`config.mk`:
```
export PLATFORM = sky130hd
export DESIGN_NAME = sorted_set_engine_core
export DESIGN_NICKNAME = d
export VERILOG_FILES = /design/src/rtl/sse_pkg.sv /design/src/rtl/sorted_set_engine_core.sv
export SDC_FILE = /design/constraint.sdc
export NUM_CORES = 1
export LEC_CHECK = 0
export BUFFER_PORTS_ARGS = -buffer_cell sky130_fd_sc_hd__buf_2
export CORE_MARGIN = 2
export CORE_UTILIZATION = 40
export DETAILED_ROUTE_END_ITERATION = 7
export PLACE_DENSITY = 0.56
export SLEW_MARGIN = 15
export SYNTH_ARGS = -nofsm -noshare
export SYNTH_HDL_FRONTEND = slang
export SYNTH_SLANG_ARGS = --single-unit
```
`constraint.sdc`:
```
create_clock -name clk -period 3.7 [get_ports clk]
set_input_delay 0.37 -clock clk [delete_from_list [all_inputs] [get_ports clk]]
set_output_delay 0.37 -clock clk [all_outputs]
set_load 0.005 [all_outputs]
```
`src/rtl/sse_pkg.sv`:
```
// ----------------------------------------------------------------------------
// sse_pkg
// Shared types, request and status codes and sizing for the sorted set engine.
// ----------------------------------------------------------------------------
package sse_pkg;

    // Number of keys the set can hold
    localparam int CAPACITY = 16;

    // Entry address width and entry count width (count reaches CAPACITY)
    localparam int ADDR_W = (CAPACITY > 1) ? $clog2(CAPACITY) : 1;
    localparam int CNT_W  = $clog2(CAPACITY + 1);

    typedef logic        [2:0]  req_t;
    typedef logic        [2:0]  status_t;
    typedef logic signed [31:0] key_t;

    // Request codes
    localparam req_t REQ_SEARCH    = 3'd0;
    localparam req_t REQ_INSERT    = 3'd1;
    localparam req_t REQ_REMOVE    = 3'd2;
    localparam req_t REQ_LIST_ASC  = 3'd3;
    localparam req_t REQ_LIST_DESC = 3'd4;

    // Status codes
    localparam status_t ST_OK        = 3'd0;
    localparam status_t ST_NOT_FOUND = 3'd1;
    localparam status_t ST_PRESENT   = 3'd2;
    localparam status_t ST_FULL      = 3'd3;
    localparam status_t ST_EMPTY     = 3'd4;

endpackage

```
`src/rtl/sorted_set_engine_core.sv`:
```
// ----------------------------------------------------------------------------
// sorted_set_engine_core
// Keeps a set of distinct signed 32-bit keys in ascending order in a small
// single-port entry memory, and serves search, insert, remove and list requests.
// ----------------------------------------------------------------------------
// The block takes one request at a time and is not ready until that request
// has produced all its results. Every memory access goes through one read
// port with registered data and one key comparator, so a search, insert or
// remove first scans the stored keys from the smallest up, reading each key
// passed before comparing it, and then decides. An insert then shifts the
// larger keys up and a remove shifts them down, a read and a write per moved
// key. A list request reads each key and then emits it, and an empty set
// answers a list with a single set-empty result. A result waits in the output
// register while the consumer stalls; request types 5 to 7 are taken and
// dropped without any result.
// ----------------------------------------------------------------------------
module sorted_set_engine_core (
    input  logic             clk,
    input  logic             rst_n,
    input  logic             in_valid,
    output logic             in_ready,
    input  sse_pkg::req_t    req_type,
    input  sse_pkg::key_t    key,
    output logic             out_valid,
    input  logic             out_ready,
    output sse_pkg::status_t status,
    output sse_pkg::key_t    value,
    output logic             is_last
);
    import sse_pkg::*;

    // Sequencer state codes
    localparam logic [3:0] S_IDLE   = 4'd0;
    localparam logic [3:0] S_SCAN   = 4'd1;
    localparam logic [3:0] S_CMP    = 4'd2;
    localparam logic [3:0] S_DECIDE = 4'd3;
    localparam logic [3:0] S_SHUP   = 4'd4;
    localparam logic [3:0] S_SUWR   = 4'd5;
    localparam logic [3:0] S_SHDN   = 4'd6;
    localparam logic [3:0] S_SDWR   = 4'd7;
    localparam logic [3:0] S_LRD    = 4'd8;
    localparam logic [3:0] S_LOUT   = 4'd9;

    // Entry memory and its registered read data
    key_t              entry_mem [CAPACITY];
    key_t              mem_rdata_reg;
    logic [ADDR_W-1:0] mem_raddr;
    logic              mem_we;
    logic [ADDR_W-1:0] mem_waddr;
    key_t              mem_wdata;

    // Control and working registers
    logic [3:0]        state_reg, state_next;
    logic [CNT_W-1:0]  count_reg, count_next;
    logic [CNT_W-1:0]  idx_reg, idx_next;
    logic [CNT_W-1:0]  pos_reg, pos_next;
    logic              hit_reg, hit_next;
    req_t              req_reg, req_next;
    key_t              key_reg, key_next;

    // Output register
    logic              out_valid_reg, out_valid_next;
    status_t           status_reg, status_next;
    key_t              value_reg, value_next;
    logic              last_reg, last_next;

    logic              out_free;
    logic              key_lt;
    logic              key_eq;
    logic [CNT_W-1:0]  idx_inc;
    logic [CNT_W-1:0]  idx_dec;
    logic [CNT_W-1:0]  desc_idx;

    // Shared comparator and index arithmetic
    assign key_lt   = mem_rdata_reg < key_reg;
    assign key_eq   = mem_rdata_reg == key_reg;
    assign idx_inc  = idx_reg + CNT_W'(1);
    assign idx_dec  = idx_reg - CNT_W'(1);
    assign desc_idx = count_reg - CNT_W'(1) - idx_reg;
    assign out_free = !out_valid_reg || out_ready;

    assign in_ready  = (state_reg == S_IDLE);
    assign out_valid = out_valid_reg;
    assign status    = status_reg;
    assign value     = value_reg;
    assign is_last   = last_reg;

    // Sequencer
    always_comb
    begin
        state_next     = state_reg;
        count_next     = count_reg;
        idx_next       = idx_reg;
        pos_next       = pos_reg;
        hit_next       = hit_reg;
        req_next       = req_reg;
        key_next       = key_reg;
        out_valid_next = out_valid_reg;
        status_next    = status_reg;
        value_next     = value_reg;
        last_next      = last_reg;
        mem_raddr      = idx_reg[ADDR_W-1:0];
        mem_we         = 1'b0;
        mem_waddr      = idx_reg[ADDR_W-1:0];
        mem_wdata      = mem_rdata_reg;

        // drop the result once the consumer takes it
        if (out_valid_reg && out_ready)
        begin
            out_valid_next = 1'b0;
        end

        case (state_reg)
            S_IDLE:
            begin
                if (in_valid)
                begin
                    req_next = req_type;
                    key_next = key;
                    idx_next = '0;
                    case (req_type)
                        REQ_SEARCH, REQ_INSERT, REQ_REMOVE:
                        begin
                            state_next = S_SCAN;
                        end
                        REQ_LIST_ASC, REQ_LIST_DESC:
                        begin
                            state_next = (count_reg == '0) ? S_DECIDE : S_LRD;
                        end
                        default:
                        begin
                            state_next = S_IDLE;
                        end
                    endcase
                end
            end

            // walk up the stored keys until one is not less than the request key
            S_SCAN:
            begin
                if (idx_reg == count_reg)
                begin
                    pos_next   = idx_reg;
                    hit_next   = 1'b0;
                    state_next = S_DECIDE;
                end
                else
                begin
                    mem_raddr  = idx_reg[ADDR_W-1:0];
                    state_next = S_CMP;
                end
            end

            S_CMP:
            begin
                if (key_lt)
                begin
                    idx_next   = idx_inc;
                    state_next = S_SCAN;
                end
                else
                begin
                    pos_next   = idx_reg;
                    hit_next   = key_eq;
                    state_next = S_DECIDE;
                end
            end

            // answer or start the shift, holding while the output is busy
            S_DECIDE:
            begin
                case (req_reg)
                    REQ_SEARCH:
                    begin
                        if (out_free)
                        begin
                            out_valid_next = 1'b1;
                            status_next    = hit_reg ? ST_OK : ST_NOT_FOUND;
                            value_next     = key_reg;
                            last_next      = 1'b1;
                            state_next     = S_IDLE;
                        end
                    end
                    REQ_INSERT:
                    begin
                        if (hit_reg || count_reg == CNT_W'(CAPACITY))
                        begin
                            if (out_free)
                            begin
                                out_valid_next = 1'b1;
                                status_next    = hit_reg ? ST_PRESENT : ST_FULL;
                                value_next     = key_reg;
                                last_next      = 1'b1;
                                state_next     = S_IDLE;
                            end
                        end
                        else
                        begin
                            idx_next   = count_reg;
                            state_next = S_SHUP;
                        end
                    end
                    REQ_REMOVE:
                    begin
                        if (!hit_reg)
                        begin
                            if (out_free)
                            begin
                                out_valid_next = 1'b1;
                                status_next    = ST_NOT_FOUND;
                                value_next     = key_reg;
                                last_next      = 1'b1;
                                state_next     = S_IDLE;
                            end
                        end
                        else
                        begin
                            idx_next   = pos_reg;
                            state_next = S_SHDN;
                        end
                    end
                    default:
                    begin
                        // list of an empty set
                        if (out_free)
                        begin
                            out_valid_next = 1'b1;
                            status_next    = ST_EMPTY;
                            value_next     = '0;
                            last_next      = 1'b1;
                            state_next     = S_IDLE;
                        end
                    end
                endcase
            end

            // shift larger keys up one place, then drop the new key in
            S_SHUP:
            begin
                if (idx_reg == pos_reg)
                begin
                    if (out_free)
                    begin
                        mem_we         = 1'b1;
                        mem_waddr      = pos_reg[ADDR_W-1:0];
                        mem_wdata      = key_reg;
                        count_next     = count_reg + CNT_W'(1);
                        out_valid_next = 1'b1;
                        status_next    = ST_OK;
                        value_next     = key_reg;
                        last_next      = 1'b1;
                        state_next     = S_IDLE;
                    end
                end
                else
                begin
                    mem_raddr  = idx_dec[ADDR_W-1:0];
                    state_next = S_SUWR;
                end
            end

            S_SUWR:
            begin
                mem_we     = 1'b1;
                mem_waddr  = idx_reg[ADDR_W-1:0];
                mem_wdata  = mem_rdata_reg;
                idx_next   = idx_dec;
                state_next = S_SHUP;
            end

            // shift larger keys down one place over the removed key
            S_SHDN:
            begin
                if (idx_inc >= count_reg)
                begin
                    if (out_free)
                    begin
                        count_next     = count_reg - CNT_W'(1);
                        out_valid_next = 1'b1;
                        status_next    = ST_OK;
                        value_next     = key_reg;
                        last_next      = 1'b1;
                        state_next     = S_IDLE;
                    end
                end
                else
                begin
                    mem_raddr  = idx_inc[ADDR_W-1:0];
                    state_next = S_SDWR;
                end
            end

            S_SDWR:
            begin
                mem_we     = 1'b1;
                mem_waddr  = idx_reg[ADDR_W-1:0];
                mem_wdata  = mem_rdata_reg;
                idx_next   = idx_inc;
                state_next = S_SHDN;
            end

            // fetch the next listed key
            S_LRD:
            begin
                mem_raddr  = (req_reg == REQ_LIST_ASC) ? idx_reg[ADDR_W-1:0]
                                                       : desc_idx[ADDR_W-1:0];
                state_next = S_LOUT;
            end

            S_LOUT:
            begin
                // hold the read address so the fetched key survives a stall
                mem_raddr = (req_reg == REQ_LIST_ASC) ? idx_reg[ADDR_W-1:0]
                                                      : desc_idx[ADDR_W-1:0];
                if (out_free)
                begin
                    out_valid_next = 1'b1;
                    status_next    = ST_OK;
                    value_next     = mem_rdata_reg;
                    last_next      = (idx_inc == count_reg);
                    idx_next       = idx_inc;
                    state_next     = (idx_inc == count_reg) ? S_IDLE : S_LRD;
                end
            end

            default:
            begin
                state_next = S_IDLE;
            end
        endcase
    end

    // Control registers
    always_ff @(posedge clk or negedge rst_n)
    begin
        if (!rst_n)
        begin
            state_reg     <= S_IDLE;
            count_reg     <= '0;
            out_valid_reg <= 1'b0;
        end
        else
        begin
            state_reg     <= state_next;
            count_reg     <= count_next;
            out_valid_reg <= out_valid_next;
        end
    end

    // Working and payload registers
    always_ff @(posedge clk)
    begin
        idx_reg    <= idx_next;
        pos_reg    <= pos_next;
        hit_reg    <= hit_next;
        req_reg    <= req_next;
        key_reg    <= key_next;
        status_reg <= status_next;
        value_reg  <= value_next;
        last_reg   <= last_next;
    end

    // Entry memory: one write and one registered read per cycle
    always_ff @(posedge clk)
    begin
        if (mem_we)
        begin
            entry_mem[mem_waddr] <= mem_wdata;
        end
        mem_rdata_reg <= entry_mem[mem_raddr];
    end

endmodule

```
==> results of run 1 <==
==> cell usage in the layout, fill, tap and decap left out, types with 6 or more instances in the layout <==
cell,n
a22oi_2,45
buf_2,76
nand2_1,96
dfxtp_1,32
edfxtp_1,594
a211oi_1,9
clkbuf_16,90
buf_6,9
dfrtp_1,10
buf_12,32
xnor2_1,14
buf_16,9
o21a_1,6
nand4_1,11
a21oi_1,64
clkbuf_1,12
o21ai_0,60
nor2_4,18
clkinv_2,11
mux4_2,119
clkbuf_8,7
nor2b_1,8
dlygate4sd3_1,35
clkinv_1,7
nor2_1,67
inv_1,47
bufinv_16,8
nand3_1,7
xor2_1,8
a22oi_1,24
ha_1,42
nand2b_1,8
buf_4,77
mux2_2,31
nor3_1,10
==> worst register-to-register path: stages, from the launching register on <==
cell and delay [ns]:
edfxtp_1 0.46, ha_2 0.25, xor2_1 0.15, ha_1 0.32
and2_4 0.15, a221o_1 0.37, o41ai_4 0.43, buf_4 0.20
and2_4 0.14, a2111o_2 0.16, buf_12 0.19, clkbuf_16 0.21
mux4_2 0.31, a22oi_2 0.21, nand2_1 0.08
==> per-stage QoR <==
step                      std cells  setup TNS (ns)  utilization [%]  setup WS [ns]
after floorplan                1502               0                -         0.0269
after global placement         2453         -0.0973             44.2        -0.0277
after detailed placement       2453           -1.56             44.2         -0.121
after CTS                      2621        -0.00199             48.6       -0.00199
after global routing           2661           -2.88             50.1         -0.115
final                          2661         -0.0597             50.1        -0.0265
==> cells by family (layout without fill, tap and decap cells) <==
kind of cell,count (synthesis),count (layout),share of synthesized area (%)
XOR/XNOR,23,23,0.768
AND/OR/NAND/NOR,259,259,4.50
flip-flops,636,636,71.4
multiplexers,157,157,12.3
adder cells (fa/ha/maj),45,45,2.18
buffers and inverters,126,430,2.43
AO/OA/AOI/OAI,256,256,6.43
==> final cells by class <==
class                           instances  area, sq um
Fill cell                            5293        32200
Sequential cell                       636        18700
Multi-Input combinational cell        740         7290
Timing Repair Buffer                  257         2760
Clock buffer                           91         1940
Tap cell                              855         1070
Clock inverter                         35          419
Inverter                               47          176
==> what timing repair did <==
| item | CTS | global route |
|---|---|---|
| setup endpoints to repair | 25 | 32 |
| pin swaps | 2 | 49 |
| hold buffers | 35 | 0 |
| setup buffers | 5 | 17 |
| resized for setup | 8 | 79 |
| gates cloned | 2 | 23 |
| endpoints found under the hold margin | 44 | 0 |
==> power by group <==
group	leakage, nW	switching [mW]	total [mW]	internal (mW)
Clock	1.15	2.82	7.10	4.28
Combinational	4.13	7.33	14.1	6.80
Sequential	5.79	0.475	9.99	9.52
Total	11.1	10.6	31.2	20.6
==> per-layer routing <==
layer / vias to the layer above / part of all wire [%] / routed length (um) / GRT usage (%)
met5: - / 0 / 0 / 0
met4: 0 / 2.1 / 1510 / 4.65
met3: 101 / 6.4 / 4500 / 3.25
met2: 546 / 46 / 32700 / 31.4
met1: 7991 / 45 / 31800 / 28.9
li1: 6519 / - / - / -
==> worst paths after layout <==
kind                       slack (ns)                to  cells after the start    startpoint
max                             -0.03  mem_rdata_reg[6]                     14    idx_reg[1]
min                              0.04       key_reg[31]                      1       key[31]
max reg2reg                     -0.03  mem_rdata_reg[6]                     14    idx_reg[1]
min reg2reg                      0.56      count_reg[4]                      1  count_reg[4]
max in group asynchronous        3.36         out_valid                      2         rst_n
min in group asynchronous        0.15      count_reg[0]                      2         rst_n
==> impl_metrics.prom, run 1 <==
# TYPE chip_impl_metric gauge
chip_impl_metric{name="routed_wire_length",unit="um"} 70500
chip_impl_info{name="cp-start-kind",value="register"} 1
chip_impl_info{name="grt_setup_unrepaired",value="true"} 1
chip_impl_metric{name="synth_sequential_area_ratio",unit="%"} 71.4
chip_impl_metric{name="post-route-min-period",unit="ns"} 3.73
chip_impl_info{name="worstSetupEndpointType",value="register"} 1
chip_impl_metric{name="cts_buffers",unit=""} 69
chip_impl_metric{name="routabilityCongestion",unit=""} 0.889
chip_impl_metric{name="worstPathArrival",unit="ns"} 4.23
chip_impl_info{name="synth.area.top_cells",value="edfxtp_1, mux4_2, dfxtp_1, ha_1, a22oi_1"} 1
chip_impl_metric{name="port_buffers",unit=""} 76
chip_impl_metric{name="clk_path_buf_depth",unit=""} 3
chip_impl_metric{name="crit_buf_inv",unit=""} 3
chip_impl_metric{name="grt_usage",unit="%"} 19.9
chip_impl_metric{name="routed-via-count",unit=""} 15200
chip_impl_metric{name="chipHeight",unit="um"} 260
chip_impl_metric{name="dieArea",unit="sq um"} 67600
chip_impl_info{name="yosys_most_used_dff",value="edfxtp_1"} 1
chip_impl_info{name="top_register",value="entry_mem"} 1
chip_impl_metric{name="max_reg_flops",unit=""} 512
chip_impl_metric{name="hold_viol_final",unit=""} 0
chip_impl_metric{name="post-route-worst-setup-slack",unit="ns"} -0.0265
chip_impl_metric{name="maxCapViolCount",unit=""} 0
chip_impl_metric{name="max_clock_freq",unit="GHz"} 0.268
chip_impl_metric{name="finalClockSkew",unit="ns"} 0.0156
chip_impl_info{name="timing.critical_path.slowest_stage_cell",value="edfxtp_1"} 1
chip_impl_metric{name="cts.clk_slew.worst_paths",unit="ns"} 0.06
chip_impl_metric{name="grt-ovfl-total",unit=""} 0
chip_impl_metric{name="dr.pass1.iters",unit=""} 5
chip_impl_metric{name="rows",unit=""} 93
chip_impl_metric{name="nNetsFinal",unit=""} 1835
chip_impl_metric{name="clock_sink_count",unit=""} 636
chip_impl_metric{name="syn_avg_cell_area",unit="sq um"} 17.5
chip_impl_metric{name="initial_core_util",unit="%"} 40.6
chip_impl_metric{name="placed_cell_area",unit="sq um"} 28500
chip_impl_info{name="yosysMostFrequentCell",value="edfxtp_1"} 1
chip_impl_metric{name="clkLatencyLatePin",unit="ns"} 0.61
chip_impl_metric{name="worst_hold_slack",unit="ns"} 0.0421
chip_impl_info{name="synth_largest_area_cell",value="edfxtp_1"} 1
chip_impl_metric{name="finalPower",unit="mW"} 31.2
chip_impl_metric{name="report.final.slew_viol_count",unit=""} 0
chip_impl_metric{name="async_reset_ff_share",unit="%"} 1.57
chip_impl_metric{name="antenna_found_initial",unit=""} 1
chip_impl_metric{name="peak_per_stage_delay_on_the_critical_path",unit="ns"} 0.46
chip_impl_metric{name="maximum_number_of_pins_on_one_net_before_global_route_repair",unit=""} 72
chip_impl_metric{name="synth_largest_type_area_fraction",unit="%"} 68.0
chip_impl_info{name="critical-path-top-delay-family",value="compound AO/OA/AOI/OAI gates"} 1
chip_impl_metric{name="drt_iter0_markers",unit=""} 1561
chip_impl_metric{name="yosys_warnings",unit=""} 0
chip_impl_metric{name="syn-cell-area",unit="sq um"} 26200
chip_impl_metric{name="post_drt_via_cell_ratio",unit=""} 5.70
chip_impl_info{name="failed_checks",value="negative setup slack"} 1
chip_impl_metric{name="final_layout_size_suffix_gt1_share",unit="%"} 31.8
chip_impl_metric{name="standard_cell_core_area",unit="sq um"} 64600
chip_impl_metric{name="postLayoutCellArea",unit="sq um"} 32400
chip_impl_metric{name="die_w",unit="um"} 260
chip_impl_info{name="crit_chain",value="ha_2 > xor2_1 > ha_1 > and2_4 > a221o_1 > o41ai_4 > buf_4 > and2_4 > a2111o_2 > buf_12 > clkbuf_16 > mux4_2 > a22oi_2 > nand2_1"} 1
chip_impl_metric{name="avgRoutedWirePerCell",unit="um"} 26.5
chip_impl_metric{name="layout_worst_path_cycle_share",unit="%"} 101
chip_impl_metric{name="worst-slew-pin-transition",unit="ns"} 0.925
chip_impl_metric{name="vdd_drop_max",unit="V"} 0.000614
chip_impl_metric{name="synthDistinctLibCells",unit=""} 73
chip_impl_metric{name="yosys_register_bits",unit=""} 636
chip_impl_info{name="cts_tree",value="done"} 1
chip_impl_metric{name="final_antenna_net_count",unit=""} 0
chip_impl_info{name="synthTopCellsByCount",value="edfxtp_1, mux4_2, nand2_1"} 1
chip_impl_metric{name="worst-endpoint-required",unit="ns"} 4.20
chip_impl_info{name="crit_type",value="register to register"} 1
chip_impl_info{name="holdCritPathClass",value="primary input to register"} 1
chip_impl_metric{name="detail_route.drc_violations",unit=""} 0
chip_impl_metric{name="netlist_instances",unit=""} 1502
chip_impl_metric{name="p_leak",unit="nW"} 11.1
chip_impl_info{name="critical-path-top-cell-by-count",value="and2_4"} 1
chip_impl_metric{name="first_global_vias",unit=""} 14700
chip_impl_metric{name="setup_viol",unit=""} 7
chip_impl_info{name="status",value="finished, violations left"} 1
chip_impl_metric{name="timing.slew.headroom",unit="%"} 37.6
chip_impl_metric{name="grt_pass1_wl",unit="um"} 97400
chip_impl_metric{name="htree_num_levels",unit=""} 3
chip_impl_metric{name="area_delta_synth_final",unit="%"} 23.5
chip_impl_metric{name="synth_edf_count",unit=""} 594
chip_impl_info{name="cts_root_buffer",value="clkbuf_16"} 1
chip_impl_metric{name="powerDensity",unit="nW/um^2"} 964
chip_impl_metric{name="antenna_cells_inserted",unit=""} 0
chip_impl_metric{name="io_pins",unit=""} 77
chip_impl_metric{name="synthesis.nets",unit=""} 1586
chip_impl_metric{name="crit_path_max_fanout",unit=""} 9
chip_impl_metric{name="dpl.hpwl",unit="um"} 38200
(Power assumes the default switching activity.)
==> run 2: changes to the inputs <==
--- a/config.mk
+++ b/config.mk
@@ -6,9 +6,11 @@
 export NUM_CORES = 1
 export LEC_CHECK = 0
 export BUFFER_PORTS_ARGS = -buffer_cell sky130_fd_sc_hd__buf_2
+export CORE_ASPECT_RATIO = 0.75
 export CORE_MARGIN = 2
 export CORE_UTILIZATION = 40
 export DETAILED_ROUTE_END_ITERATION = 7
+export MAX_ROUTING_LAYER = met4
 export PLACE_DENSITY = 0.56
 export SLEW_MARGIN = 15
 export SYNTH_ARGS = -nofsm -noshare
==> impl_metrics.prom, run 2 (synthesis gave the netlist of run 1 again) <==
# TYPE chip_impl_metric gauge
chip_impl_metric{name="multiInputGateArea",unit="sq um"} 7320
chip_impl_metric{name="dr.pass1.iters",unit=""} 7
chip_impl_metric{name="powerDensity",unit="nW/um^2"} 938
chip_impl_info{name="top_register",value="entry_mem"} 1
chip_impl_metric{name="dieArea",unit="sq um"} 67600
chip_impl_info{name="holdCritPathClass",value="primary input to register"} 1
chip_impl_metric{name="grt_pass1_wl",unit="um"} 100000
chip_impl_metric{name="area_delta_synth_final",unit="%"} 21.8
chip_impl_metric{name="timing.slew.headroom",unit="%"} 34.4
chip_impl_metric{name="crit_path_max_fanout",unit=""} 9
chip_impl_metric{name="post_drt_via_cell_ratio",unit=""} 5.67
chip_impl_metric{name="report.final.slew_viol_count",unit=""} 0
chip_impl_metric{name="clk_path_buf_depth",unit=""} 3
chip_impl_metric{name="worst-slew-pin-transition",unit="ns"} 0.984
chip_impl_metric{name="antenna_cells_inserted",unit=""} 0
chip_impl_metric{name="avgRoutedWirePerCell",unit="um"} 26.8
chip_impl_metric{name="cts.clk_slew.worst_paths",unit="ns"} 0.06
chip_impl_metric{name="hold_viol_final",unit=""} 0
chip_impl_info{name="failed_checks",value="negative setup slack"} 1
chip_impl_info{name="crit_type",value="register to register"} 1
chip_impl_metric{name="grt_usage",unit="%"} 21.2
chip_impl_info{name="timing.critical_path.to",value="mem_rdata_reg[27]"} 1
chip_impl_metric{name="reg2reg_depth",unit=""} 14
chip_impl_metric{name="clock_sink_count",unit=""} 636
chip_impl_metric{name="r2r_setup_slack",unit="ns"} -0.03
chip_impl_info{name="status",value="finished, violations left"} 1
chip_impl_info{name="holdCritStartpoint",value="req_type[2]"} 1
chip_impl_metric{name="routabilityCongestion",unit=""} 0.906
chip_impl_info{name="crit_chain",value="ha_2 > xor2_1 > ha_1 > and2_4 > a221o_1 > buf_6 > o41ai_4 > and2_4 > a2111o_2 > clkbuf_16 > buf_12 > mux4_2 > a22oi_2 > nand2_1"} 1
chip_impl_metric{name="io_pins",unit=""} 77
chip_impl_metric{name="clkLatencyLatePin",unit="ns"} 0.61
chip_impl_metric{name="first_global_vias",unit=""} 14600
chip_impl_metric{name="place.detailed.instances",unit=""} 2484
chip_impl_metric{name="initial_core_util",unit="%"} 40.3
chip_impl_metric{name="layout_worst_path_cycle_share",unit="%"} 101
chip_impl_info{name="critical-path-top-cell-by-count",value="and2_4"} 1
chip_impl_metric{name="chipHeight",unit="um"} 226
chip_impl_metric{name="antenna_found_initial",unit=""} 1
chip_impl_metric{name="maxCapViolCount",unit=""} 0
chip_impl_metric{name="final_antenna_net_count",unit=""} 0
chip_impl_info{name="commonest_non_fill_non_tap_cell_in_the_layout",value="edfxtp_1"} 1
chip_impl_metric{name="port_buffers",unit=""} 76
chip_impl_metric{name="worstPathArrival",unit="ns"} 4.21
chip_impl_metric{name="vdd_drop_max",unit="V"} 0.000424
chip_impl_metric{name="htree_num_levels",unit=""} 3
chip_impl_info{name="timing.rr.start",value="idx_reg[1]"} 1
chip_impl_metric{name="timing.setup.tns",unit="ns"} -0.0521
chip_impl_metric{name="dpl.hpwl",unit="um"} 40500
chip_impl_info{name="cp-start-kind",value="register"} 1
chip_impl_info{name="worstSetupEndpointType",value="register"} 1
chip_impl_info{name="critical_path.startpoint",value="idx_reg[1]"} 1
chip_impl_metric{name="rows",unit=""} 81
chip_impl_info{name="timing.critical_path.slowest_stage_cell",value="edfxtp_1"} 1
chip_impl_metric{name="num-fill-cells",unit=""} 5500
chip_impl_metric{name="worst-endpoint-required",unit="ns"} 4.18
chip_impl_info{name="crit-reg2reg-capture",value="mem_rdata_reg[27]"} 1
chip_impl_metric{name="routed-via-count",unit=""} 15100
chip_impl_metric{name="setup_viol",unit=""} 5
chip_impl_metric{name="detail_route.drc_violations",unit=""} 0
chip_impl_info{name="cts_tree",value="done"} 1
chip_impl_metric{name="standard_cell_core_area",unit="sq um"} 65100
chip_impl_metric{name="max_reg_flops",unit=""} 512
chip_impl_metric{name="routed_wire_length",unit="um"} 71200
chip_impl_metric{name="post-route-min-period",unit="ns"} 3.73
chip_impl_metric{name="drt_iter0_markers",unit=""} 1493
chip_impl_metric{name="post-route-worst-setup-slack",unit="ns"} -0.0277
chip_impl_metric{name="max_clock_freq",unit="GHz"} 0.268
chip_impl_metric{name="p_leak",unit="nW"} 10.8
chip_impl_metric{name="maximum_number_of_pins_on_one_net_before_global_route_repair",unit=""} 72
chip_impl_metric{name="sequential_cell_area",unit="sq um"} 18700
chip_impl_metric{name="die_w",unit="um"} 300
chip_impl_metric{name="peak_per_stage_delay_on_the_critical_path",unit="ns"} 0.43
chip_impl_metric{name="finalClockSkew",unit="ns"} 0.0199
chip_impl_metric{name="nNetsFinal",unit=""} 1823
chip_impl_info{name="commonest_cells_after_routing_fill_and_taps_aside",value="edfxtp_1, mux4_2, nand2_1"} 1
chip_impl_metric{name="final_layout_size_suffix_gt1_share",unit="%"} 31.3
chip_impl_metric{name="fin_cells",unit=""} 2659
chip_impl_metric{name="grt-ovfl-total",unit=""} 0
chip_impl_info{name="grt_setup_unrepaired",value="true"} 1
chip_impl_info{name="cts_root_buffer",value="clkbuf_16"} 1
chip_impl_metric{name="cts_buffers",unit=""} 66
[run 2: area by class of cell]
type                    instances  share of cell area [%]
flip-flops and latches        636                    58.6
clock inverters                29                   0.960
clock buffers                  88                    5.62
multi-input cells             740                    22.9
repair buffers                248                    7.88
well taps                     871                    3.41
inverters                      47                   0.552
[run 2: where the power goes]
group / switching [mW] / internal [mW] / total, mW / leakage [nW]
clock: 2.78 / 3.73 / 6.51 / 1.02
combinational: 7.05 / 6.38 / 13.4 / 4.01
sequential: 0.512 / 9.52 / 10.0 / 5.79
[run 2: worst min-delay path by stage]
stage,slack (ns),endpoint,cells after the start
final,0.03,req_reg[2],1
after global routing,0.007,req_reg[2],1
after CTS,0.0005,req_reg[2],1
after detailed placement,0.25,count_reg[4],1
after global placement,0.25,count_reg[2],1
after floorplan,0.07,count_reg[0],0
[run 2: metal layers]
metal	part of all wire (%)	track usage, %	wire length (um)
met1	45	30.5	32200
met2	46	31.6	32500
met3	6.8	3.71	4830
met4	2.2	4.81	1600
met5	0	-	0
[run 2: repair_timing]
action	4_1_cts	5_1_grt
pin swaps	4	55
gates cloned	1	13
endpoints found under the hold margin	44	0
setup endpoints to repair	31	64
buffers inserted	2	7
gates resized for setup	3	78
hold buffers	35	0
[run 2: worst max-delay path, delay by kind of cell (launching register included)]
| kind | cells | cell delay (ns) |
|---|---|---|
| AO/OA/AOI/OAI | 4 | 1.19 |
| XOR/XNOR | 1 | 0.15 |
| adder cells (fa/ha/maj) | 2 | 0.55 |
| buffers and inverters | 3 | 0.53 |
| flip-flops | 1 | 0.43 |
| multiplexers | 1 | 0.30 |
| AND/OR/NAND/NOR | 3 | 0.46 |
[run 2: per-stage QoR]
stage	area [sq um]	utilization [%]	total power, mW	setup WS [ns]	hold slack (ns)
final	31900	49.1	30.0	-0.0277	0.0325
after global routing	31900	49.1	31.5	-0.170	0.00712
after CTS	31300	48.1	28.5	0.00320	0.000467
after detailed placement	28800	44.2	21.7	-0.0608	0.254
after global placement	28800	44.2	21.6	0.0179	0.246
after floorplan	26200	-	17.4	0.0269	0.0744
==> run 3: changes to the inputs <==
--- a/config.mk
+++ b/config.mk
@@ -8,10 +8,11 @@
 export BUFFER_PORTS_ARGS = -buffer_cell sky130_fd_sc_hd__buf_2
 export CORE_ASPECT_RATIO = 0.75
 export CORE_MARGIN = 2
-export CORE_UTILIZATION = 40
+export CORE_UTILIZATION = 56
+export CTS_CLUSTER_SIZE = 20
 export DETAILED_ROUTE_END_ITERATION = 7
 export MAX_ROUTING_LAYER = met4
-export PLACE_DENSITY = 0.56
+export PLACE_DENSITY = 0.75
 export SLEW_MARGIN = 15
 export SYNTH_ARGS = -nofsm -noshare
 export SYNTH_HDL_FRONTEND = slang
==> impl_metrics.prom, run 3 (synthesis gave the netlist of run 1 again) <==
# TYPE chip_impl_metric gauge
chip_impl_metric{name="max_reg_flops",unit=""} 512
chip_impl_metric{name="finalClockSkew",unit="ns"} 0.0261
chip_impl_metric{name="dieArea",unit="sq um"} 48600
chip_impl_metric{name="post-route-min-period",unit="ns"} 3.71
chip_impl_info{name="failed_checks",value="negative setup slack"} 1
chip_impl_metric{name="cts.clk_slew.worst_paths",unit="ns"} 0.07
chip_impl_metric{name="post_drt_via_cell_ratio",unit=""} 6.29
chip_impl_metric{name="first_global_vias",unit=""} 14700
chip_impl_info{name="grt_setup_unrepaired",value="true"} 1
chip_impl_metric{name="maximum_number_of_pins_on_one_net_before_global_route_repair",unit=""} 72
chip_impl_metric{name="hold_viol_final",unit=""} 0
chip_impl_metric{name="layout_worst_path_cycle_share",unit="%"} 100
chip_impl_metric{name="port_buffers",unit=""} 76
chip_impl_metric{name="nNetsFinal",unit=""} 1798
chip_impl_info{name="worstSetupEndpointType",value="register"} 1
chip_impl_metric{name="report.final.slew_viol_count",unit=""} 0
chip_impl_metric{name="drt_iter0_markers",unit=""} 1850
chip_impl_info{name="commonest_non_fill_non_tap_cell_in_the_layout",value="edfxtp_1"} 1
chip_impl_metric{name="dpl.hpwl",unit="um"} 37500
chip_impl_metric{name="max_clock_freq",unit="GHz"} 0.269
chip_impl_metric{name="dr.pass1.iters",unit=""} 5
chip_impl_metric{name="post-route-worst-setup-slack",unit="ns"} -0.0124
chip_impl_metric{name="worst_hold_slack",unit="ns"} 0.0269
chip_impl_metric{name="avgRoutedWirePerCell",unit="um"} 27.2
chip_impl_metric{name="powerDensity",unit="nW/um^2"} 917
chip_impl_metric{name="clkLatencyLatePin",unit="ns"} 0.62
chip_impl_metric{name="hold_path_depth",unit=""} 1
chip_impl_metric{name="final_antenna_net_count",unit=""} 0
chip_impl_metric{name="reg2reg_depth",unit=""} 14
chip_impl_metric{name="area_delta_synth_final",unit="%"} 18.0
chip_impl_metric{name="worst-endpoint-required",unit="ns"} 4.21
chip_impl_metric{name="io_pins",unit=""} 77
chip_impl_metric{name="final_layout_size_suffix_gt1_share",unit="%"} 28.7
chip_impl_metric{name="antenna_cells_inserted",unit=""} 0
chip_impl_metric{name="cts_buffers",unit=""} 57
chip_impl_metric{name="setup_viol",unit=""} 2
chip_impl_metric{name="p_leak",unit="nW"} 10.6
chip_impl_info{name="status",value="finished, violations left"} 1
chip_impl_metric{name="worst-slew-pin-transition",unit="ns"} 0.920
chip_impl_info{name="critical-path-top-cell-by-count",value="buf_12"} 1
chip_impl_metric{name="grt-ovfl-total",unit=""} 0
chip_impl_metric{name="initial_core_util",unit="%"} 56.9
chip_impl_metric{name="routabilityCongestion",unit=""} 0.926
chip_impl_info{name="holdCritStartpoint",value="req_type[0]"} 1
chip_impl_info{name="holdCritPathClass",value="primary input to register"} 1
chip_impl_info{name="cp-start-kind",value="register"} 1
chip_impl_metric{name="htree_num_levels",unit=""} 2
chip_impl_info{name="timing.hold.worst_endpoint",value="req_reg[0]"} 1
chip_impl_metric{name="postLayoutCellArea",unit="sq um"} 30900
chip_impl_metric{name="standard_cell_core_area",unit="sq um"} 46100
chip_impl_metric{name="die_w",unit="um"} 254
chip_impl_info{name="crit_type",value="register to register"} 1
chip_impl_metric{name="timing.slew.headroom",unit="%"} 38.0
chip_impl_metric{name="r2r_setup_slack",unit="ns"} -0.01
chip_impl_info{name="timing.rr.start",value="idx_reg[1]"} 1
chip_impl_metric{name="grt_pass1_wl",unit="um"} 94400
chip_impl_info{name="cts_root_buffer",value="clkbuf_16"} 1
chip_impl_metric{name="antenna_found_initial",unit=""} 0
chip_impl_metric{name="grt_usage",unit="%"} 27.5
chip_impl_metric{name="maxCapViolCount",unit=""} 0
chip_impl_info{name="top_register",value="entry_mem"} 1
chip_impl_metric{name="routed-via-count",unit=""} 15000
chip_impl_info{name="crit_chain",value="ha_2 > xor2_1 > ha_1 > and2_4 > a221o_1 > a41oi_4 > nand3_2 > a2111o_2 > buf_12 > buf_12 > buf_12 > mux4_2 > a22oi_2 > nand2_1"} 1
chip_impl_info{name="cts_tree",value="done"} 1
chip_impl_info{name="commonest_cells_after_routing_fill_and_taps_aside",value="edfxtp_1, mux4_2, nand2_1"} 1
chip_impl_info{name="crit-reg2reg-capture",value="mem_rdata_reg[18]"} 1
chip_impl_metric{name="worstPathArrival",unit="ns"} 4.22
chip_impl_info{name="critical-path-top-delay-family",value="compound AO/OA/AOI/OAI gates"} 1
chip_impl_metric{name="vdd_drop_max",unit="V"} 0.000833
chip_impl_metric{name="placed_cell_area",unit="sq um"} 28200
chip_impl_info{name="timing.critical_path.slowest_stage_cell",value="a2111o_2"} 1
chip_impl_metric{name="clk_path_buf_depth",unit=""} 3
chip_impl_metric{name="crit_path_max_fanout",unit=""} 11
chip_impl_metric{name="chipHeight",unit="um"} 191
chip_impl_metric{name="peak_per_stage_delay_on_the_critical_path",unit="ns"} 0.56
chip_impl_metric{name="clock_sink_count",unit=""} 636
chip_impl_metric{name="rows",unit=""} 68
chip_impl_metric{name="crit_buf_inv",unit=""} 3
chip_impl_metric{name="detail_route.drc_violations",unit=""} 0
chip_impl_metric{name="routed_wire_length",unit="um"} 65100
## run 3: cell count changes in the layout (fill, tap and decap cells not counted), sizes merged
cell         change
bufbuf           -1
inv              -1
clkbuf          -11
clkinv           -3
dlygate4sd3      -1
buf              -9
clkinvlp         -2
## run 3: cell type report
type	count	area, sq um
timing repair buffer	232	2130
tap	630	788
multi-input combinational	740	7250
fill	2992	15200
clock inverter	23	241
clock buffer	82	1610
sequential	636	18700
inverter	47	176
## run 3: stage by stage
stage          setup slack [ns]  util [%]  TNS, ns  power [mW]  instances
2_1_floorplan            0.0269         -        0        17.4       1502
3_3_place_gp             0.0407      61.0        0        20.8       2223
3_5_place_dp            -0.0430      61.0  -0.0707        21.1       2223
4_1_cts                 0.00538      65.9        0        27.2       2367
5_1_grt                  -0.139      67.1    -1.63        29.6       2390
6_report                -0.0124      67.1  -0.0210        28.4       2390
## run 3: what timing repair did
item | CTS | global route
pin swaps | 4 | 33
hold endpoints to repair | 43 | 0
cloned | 1 | 6
buffers inserted | 4 | 18
gates resized for setup | 4 | 53
hold buffers | 34 | 0
setup endpoints to repair | 3 | 32
## run 3: how the worst max path moves through the flow
stage	startpoint	end	slack, ns	cells after the start
2_1_floorplan	idx_reg[0]	mem_rdata_reg[21]	0.03	14
3_3_place_gp	idx_reg[0]	mem_rdata_reg[28]	0.04	13
3_5_place_dp	idx_reg[0]	mem_rdata_reg[3]	-0.04	14
4_1_cts	idx_reg[0]	mem_rdata_reg[1]	0.005	15
5_1_grt	idx_reg[1]	mem_rdata_reg[18]	-0.14	14
6_report	idx_reg[1]	mem_rdata_reg[18]	-0.01	14
## run 3: metal layers
layer / global-route usage (%) / routed length [um] / up-vias / part of all wire [%]
met1: 39.7 / 26600 / 7745 / 41
met3: 4.04 / 6210 / 91 / 9.5
met2: 42.6 / 31100 / 784 / 48
met4: 5.54 / 1160 / 0 / 1.8
met5: - / 0 / - / 0
li1: - / - / 6411 / -
## run 3: power by group
part / internal [mW] / switching (mW) / leakage, nW
Sequential: 9.51 / 0.494 / 5.79
Clock: 3.30 / 2.57 / 0.905
Combinational: 5.82 / 6.68 / 3.87
